`src/rtl/monochrome_framebuffer_page_flush_defines.svh`:
```
// assertion macros used by the framebuffer flush rtl
`ifndef MONOCHROME_FRAMEBUFFER_PAGE_FLUSH_DEFINES_SVH
`define MONOCHROME_FRAMEBUFFER_PAGE_FLUSH_DEFINES_SVH
`ifndef SYNTHESIS
// antecedent implies consequent in the same cycle
`define MFPF_ASSERT_IMP(label, clk, rst_n, ante, cons) \
    label: assert property (@(posedge clk) disable iff (!rst_n) (ante) |-> (cons)) \
        else $error("check failed");
// antecedent implies consequent in the next cycle
`define MFPF_ASSERT_NXT(label, clk, rst_n, ante, cons) \
    label: assert property (@(posedge clk) disable iff (!rst_n) (ante) |=> (cons)) \
        else $error("check failed");
`else
`define MFPF_ASSERT_IMP(label, clk, rst_n, ante, cons)
`define MFPF_ASSERT_NXT(label, clk, rst_n, ante, cons)
`endif
`endif

```
`src/rtl/mfpf_pkg.sv`:
```
// shared types and constants of the framebuffer flush block
package mfpf_pkg;

    // command codes
    localparam logic [2:0] CMD_DRAW  = 3'd0;
    localparam logic [2:0] CMD_PIXEL = 3'd1;
    localparam logic [2:0] CMD_CLEAR = 3'd2;
    localparam logic [2:0] CMD_FLUSH = 3'd3;
    localparam logic [2:0] CMD_PULL  = 3'd4;
    localparam logic [2:0] CMD_POWER = 3'd5;

    // result status codes
    localparam logic [1:0] STS_OK     = 2'd0;
    localparam logic [1:0] STS_EMPTY  = 2'd1;
    localparam logic [1:0] STS_REJECT = 2'd2;
    localparam logic [1:0] STS_BUSY   = 2'd3;

    // flush sequence phases
    localparam logic [2:0] PH_IDLE  = 3'd0;
    localparam logic [2:0] PH_PAGE  = 3'd1;
    localparam logic [2:0] PH_COL_A = 3'd2;
    localparam logic [2:0] PH_COL_B = 3'd3;
    localparam logic [2:0] PH_DATA  = 3'd4;
    localparam logic [2:0] PH_POWER = 3'd5;

    // pixel walk operations
    localparam logic [1:0] OP_FILL = 2'd0;
    localparam logic [1:0] OP_FLIP = 2'd1;
    localparam logic [1:0] OP_DRAW = 2'd2;

    // display words
    localparam logic [7:0] WORD_PAGE    = 8'hB0;
    localparam logic [7:0] COL_OFFSET   = 8'h02;
    localparam logic [7:0] WORD_COL_HI  = 8'h10;
    localparam logic [3:0] CARRY_LIMIT  = 4'hE;
    localparam logic [7:0] WORD_DISP_ON = 8'hAF;
    localparam logic [7:0] WORD_DISP_OFF = 8'hAE;

    // controller to datapath
    typedef struct packed {
        logic accept;
        logic init_wr;
        logic walk_rd;
        logic walk_wr;
        logic fetch_load;
    } ctrl_cmd_t;

    // datapath to controller
    typedef struct packed {
        logic init_done;
        logic walk_go;
        logic fetch_need;
        logic walk_last;
    } dp_sts_t;

endpackage

```
`src/rtl/mfpf_ctrl.sv`:
```
// controller state machine: store clearing, handshakes, walk and fetch sequencing
`include "monochrome_framebuffer_page_flush_defines.svh"
module mfpf_ctrl (
    input  logic                clk,
    input  logic                rst_n,
    input  logic                s_tvalid,
    output logic                s_tready,
    output logic                m_tvalid,
    input  logic                m_tready,
    output mfpf_pkg::ctrl_cmd_t cmd,
    input  mfpf_pkg::dp_sts_t   sts
);
    import mfpf_pkg::*;

    localparam logic [2:0] S_INIT    = 3'd0;
    localparam logic [2:0] S_IDLE    = 3'd1;
    localparam logic [2:0] S_FETCH   = 3'd2;
    localparam logic [2:0] S_WALK_RD = 3'd3;
    localparam logic [2:0] S_WALK_WR = 3'd4;

    logic [2:0] state_reg, state_next;
    logic       mvalid_reg, mvalid_next;
    logic       accept;

    // handshake
    assign s_tready = (state_reg == S_IDLE) && (!mvalid_reg || m_tready);
    assign accept   = s_tvalid && s_tready;
    assign m_tvalid = mvalid_reg;

    // commands to the datapath
    assign cmd.accept     = accept;
    assign cmd.init_wr    = (state_reg == S_INIT);
    assign cmd.walk_rd    = (state_reg == S_WALK_RD);
    assign cmd.walk_wr    = (state_reg == S_WALK_WR);
    assign cmd.fetch_load = (state_reg == S_FETCH);

    // next state
    always_comb
    begin
        state_next = state_reg;
        case (state_reg)
            S_INIT:
                if (sts.init_done)
                    state_next = S_IDLE;
            S_IDLE:
                if (accept)
                begin
                    if (sts.fetch_need)
                        state_next = S_FETCH;
                    else if (sts.walk_go)
                        state_next = S_WALK_RD;
                end
            S_FETCH:
                state_next = S_IDLE;
            S_WALK_RD:
                state_next = S_WALK_WR;
            S_WALK_WR:
                state_next = sts.walk_last ? S_IDLE : S_WALK_RD;
            default:
                state_next = S_IDLE;
        endcase
    end

    // output valid
    always_comb
    begin
        if ((accept && !sts.fetch_need) || (state_reg == S_FETCH))
            mvalid_next = 1'b1;
        else if (m_tready)
            mvalid_next = 1'b0;
        else
            mvalid_next = mvalid_reg;
    end

    always_ff @(posedge clk or negedge rst_n)
    begin
        if (!rst_n)
        begin
            state_reg  <= S_INIT;
            mvalid_reg <= 1'b0;
        end
        else
        begin
            state_reg  <= state_next;
            mvalid_reg <= mvalid_next;
        end
    end

    `MFPF_ASSERT_NXT(a_fetch_shows, clk, rst_n, state_reg == S_FETCH, mvalid_reg)
    `MFPF_ASSERT_NXT(a_walk_pair, clk, rst_n, state_reg == S_WALK_RD, state_reg == S_WALK_WR)
    `MFPF_ASSERT_NXT(a_fetch_entry, clk, rst_n, accept && sts.fetch_need, (state_reg == S_FETCH) && !mvalid_reg)

endmodule

```
`config.mk`:
```
export PLATFORM = sky130hd
export DESIGN_NAME = mfpf_ctrl
export DESIGN_NICKNAME = d
export VERILOG_FILES = /design/src/rtl/mfpf_pkg.sv /design/src/rtl/mfpf_ctrl.sv
export VERILOG_INCLUDE_DIRS = /design/src /design/src/rtl
export SDC_FILE = /design/constraint.sdc
export NUM_CORES = 1
export LEC_CHECK = 0
export BUFFER_PORTS_ARGS = -buffer_cell sky130_fd_sc_hd__buf_2
export CORE_AREA = 3 3 40 42
export CTS_CLUSTER_SIZE = 28
export DETAILED_ROUTE_END_ITERATION = 8
export DIE_AREA = 0 0 43 45
export HOLD_SLACK_MARGIN = 0.03
export PLACE_DENSITY_LB_ADDON = 0.1
export SLEW_MARGIN = 20
export SYNTH_ARGS = -nofsm -noshare
export SYNTH_HDL_FRONTEND = slang
export SYNTH_SLANG_ARGS = --single-unit
```
`constraint.sdc`:
```
create_clock -name clk -period 1.65 [get_ports clk]
set_input_delay 0.165 -clock clk [delete_from_list [all_inputs] [get_ports clk]]
set_output_delay 0.165 -clock clk [all_outputs]
set_load 0.02 [all_outputs]
```
==> impl_metrics.csv <==
group,metric,value,unit
power_and_ir_drop,pwr-share-seq,31.2,%
sta,period_share,91.5,%
drt,ant_nets,0,
yosys,syn_inst,28,
yosys,synth_warnings,0,
min_path,holdPathStages,2,
sta,hold_violations,0,
clock_tree,h-tree-depth,1,
layout,largest_reg_flops,3,
global_route,grt_overflow,0,
critical_path,reg2reg_depth,3,
critical_path,cpLargestDelayFamily,"simple AND/OR/NAND/NOR gates",
drt,routedWlPerCell,10.8,um
critical_path,startpoint,"state_reg[0]$_DFFE_PN0P_",
power_and_ir_drop,vdd_drop_max,582,uV
status,status,"finished, final reports clean",
global_route,grt_use_total,7.69,%
layout,instances_no_fill,58,
drt,wl_met3,56,um
yosys,synth-seq-cells,4,
critical_path,cp-start-kind,"register",
placement,portBuffers,14,
critical_path,path_cells,"nor2b_4 -> and4b_4 -> buf_2",
power_and_ir_drop,intPower,390,uW
yosys,syn_area,269,sq um
drt,dr_total_vias,239,
drt,highest-signal-layer,"met3",
min_path,worst_hold_startpoint,"sts[1]",
die,rows,13,
die,coreArea,1280,sq um
yosys,syn_nets,36,
clock_tree,numCtsBuffers,3,
clock_tree,cts_root_buffer,"clkbuf_4",
yosys,syn_avg_cell_area,9.61,sq um
critical_path,reg2reg_slack,0.41,ns
global_route,grt_max_degree,10,
global_route,antenna_found_initial,0,
global_route,first_global_vias,248,
placement,hpwlAfterDp,513,um
sta,max_slew.worst_pin.slew,0.260,ns
critical_path,arrival,1.35,ns
sta,rsz0062_at_grt,"no",
placement,dp_cells,54,
drt,first_pass_iters,4,
sta,final.setup.tns,0,ns
layout,final_cell_mix,"buf_2, dfrtp_1, nor2_1, inv_1, clkbuf_4",
die,io_pins,15,
sta,slew_headroom,82.6,%
die,die_area,1940,sq um
sta,finalSetupViolCount,0,
drt,met2WireLength,282,um
power_and_ir_drop,switching_power,303,uW
critical_path,cp_num_buf_inv,1,
drt,dr.first_iter.drc_count,5,
yosys,yosysUniqueCellTypes,17,
yosys,ys_seq_area_share,37.2,%
drt,via_per_inst,4.12,
drt,drc,0,
clock_tree,worstSkewPairLatency,0.23,ns
die,die_width,43,um
yosys,ys.flop_type,"dfrtp_1",
critical_path,crit_path_max_fanout,8,
power_and_ir_drop,power_frac_clock,17.2,%
clock_tree,cts_tree,"yes",
min_path,whs_endpoint,"state_reg[0]$_DFFE_PN0P_",
power_and_ir_drop,netSwitchingFraction,43.8,%
layout,diodes,0,
clock_tree,clkTransAtPathRegs,0.04,ns
power_and_ir_drop,p_leak,0.204,nW
clock_tree,postCtsSetupBuffers,0,
critical_path,critPathRequiredTime,1.48,ns
critical_path,cpMaxStageDelayCell,"dfrtp_1",
critical_path,critical-path-max-stage-delay,0.46,ns
critical_path,crit_type,"reg -> out",
min_path,hp-class,"in -> reg",
layout,layout_commonest_cell,"buf_2",
sta,report.final.slew_viol_count,0,
die,start_util,20.9,%
yosys,synth-async-reset-ratio,100,%
flow_run,drv_cap,0,
power_and_ir_drop,power_frac_comb,51.6,%
critical_path,cp-end-kind,"output pin",
power_and_ir_drop,powerDensity,1890,nW/um^2
clock_tree,clock_sinks,4,
die,die_y,45,um
critical_path,rr_startpoint,"state_reg[0]$_DFFE_PN0P_",
sta,fin_skew,0.00110,ns
layout,layout.nets,53,
sta,fmax,662,MHz
drt,wl,624,um
yosys,synth-edff-count,0,
drt,wl_met1,286,um
layout,area_growth,36.3,%
critical_path,r2r-end,"m_tvalid$_DFFE_PN0P_",
clock_tree,cts.path.max_buffers,2,
placement,place.gp.congestion,0.682,
sta,min_period,1.51,ns
global_route,grt_pass1_wl,1.05,mm
layout,drive_gt1_share,51.2,%
power_and_ir_drop,power.total,693,uW
metal layers:
layer,global-route usage (%),up-vias
met5,0,-
met4,9.04,0
met2,9.28,10
li1,-,126
met3,2.39,0
met1,9.73,103
power groups by stage:
stage | Clock [mW] | Sequential [mW] | Combinational [mW]
global placement | 0 | 0.215 | 0.366
global route | 0.130 | 0.229 | 0.391
floorplan | 0 | 0.183 | 0.322
CTS | 0.125 | 0.216 | 0.364
finish | 0.120 | 0.216 | 0.357
detailed placement | 0 | 0.217 | 0.360
cells in the mapped netlist (2+ instances only):
cell type | instances | share of area, %
and2_2 | 2 | 5.6
nor2_1 | 3 | 4.2
nor3b_1 | 2 | 5.6
nor3_1 | 2 | 3.7
dfrtp_1 | 4 | 37
inv_1 | 3 | 4.2
a21oi_1 | 2 | 3.7
per-stage QoR:
step	setup slack [ns]	cell area (sq um)	hold WS, ns	utilization, %
after floorplan	0.267	269	-0.131	-
after global placement	0.415	334	-0.0240	26.0
after detailed placement	0.389	334	-0.0297	26.0
after CTS	0.130	367	0.148	28.5
after global routing	0.0582	367	0.161	28.5
final	0.140	367	0.149	28.5
how the worst max path moves through the flow:
stage	endpoint	slack, ns	depth (start not counted)
after floorplan	state_reg[1]$_DFFE_PN0P_	0.27	3
after global placement	cmd[4]	0.41	3
after detailed placement	cmd[4]	0.39	3
after CTS	cmd[4]	0.13	3
after global routing	cmd[4]	0.06	3
final	cmd[4]	0.14	3
what timing repair did:
| item | CTS | global route |
|---|---|---|
| endpoints found under the hold margin | 4 | 0 |
| resized for setup | 0 | 0 |
| hold buffers | 1 | 0 |
logic make-up after synthesis:
kind of cell | synth area share (%)
DFF | 37.2
buffers and inverters | 13.0
AOI/OAI and AO/OA | 14.0
and+or+nand+nor | 35.8
area by class of cell:
cell class                 instances  area [sq um]
tap                               15          18.8
timing repair buffer              15          80.1
clock buffer                       3          22.5
inverter                           3          11.3
sequential                         4           100
multi-input combinational         18           134
fill                             154           918
(Power assumes the default switching activity.)
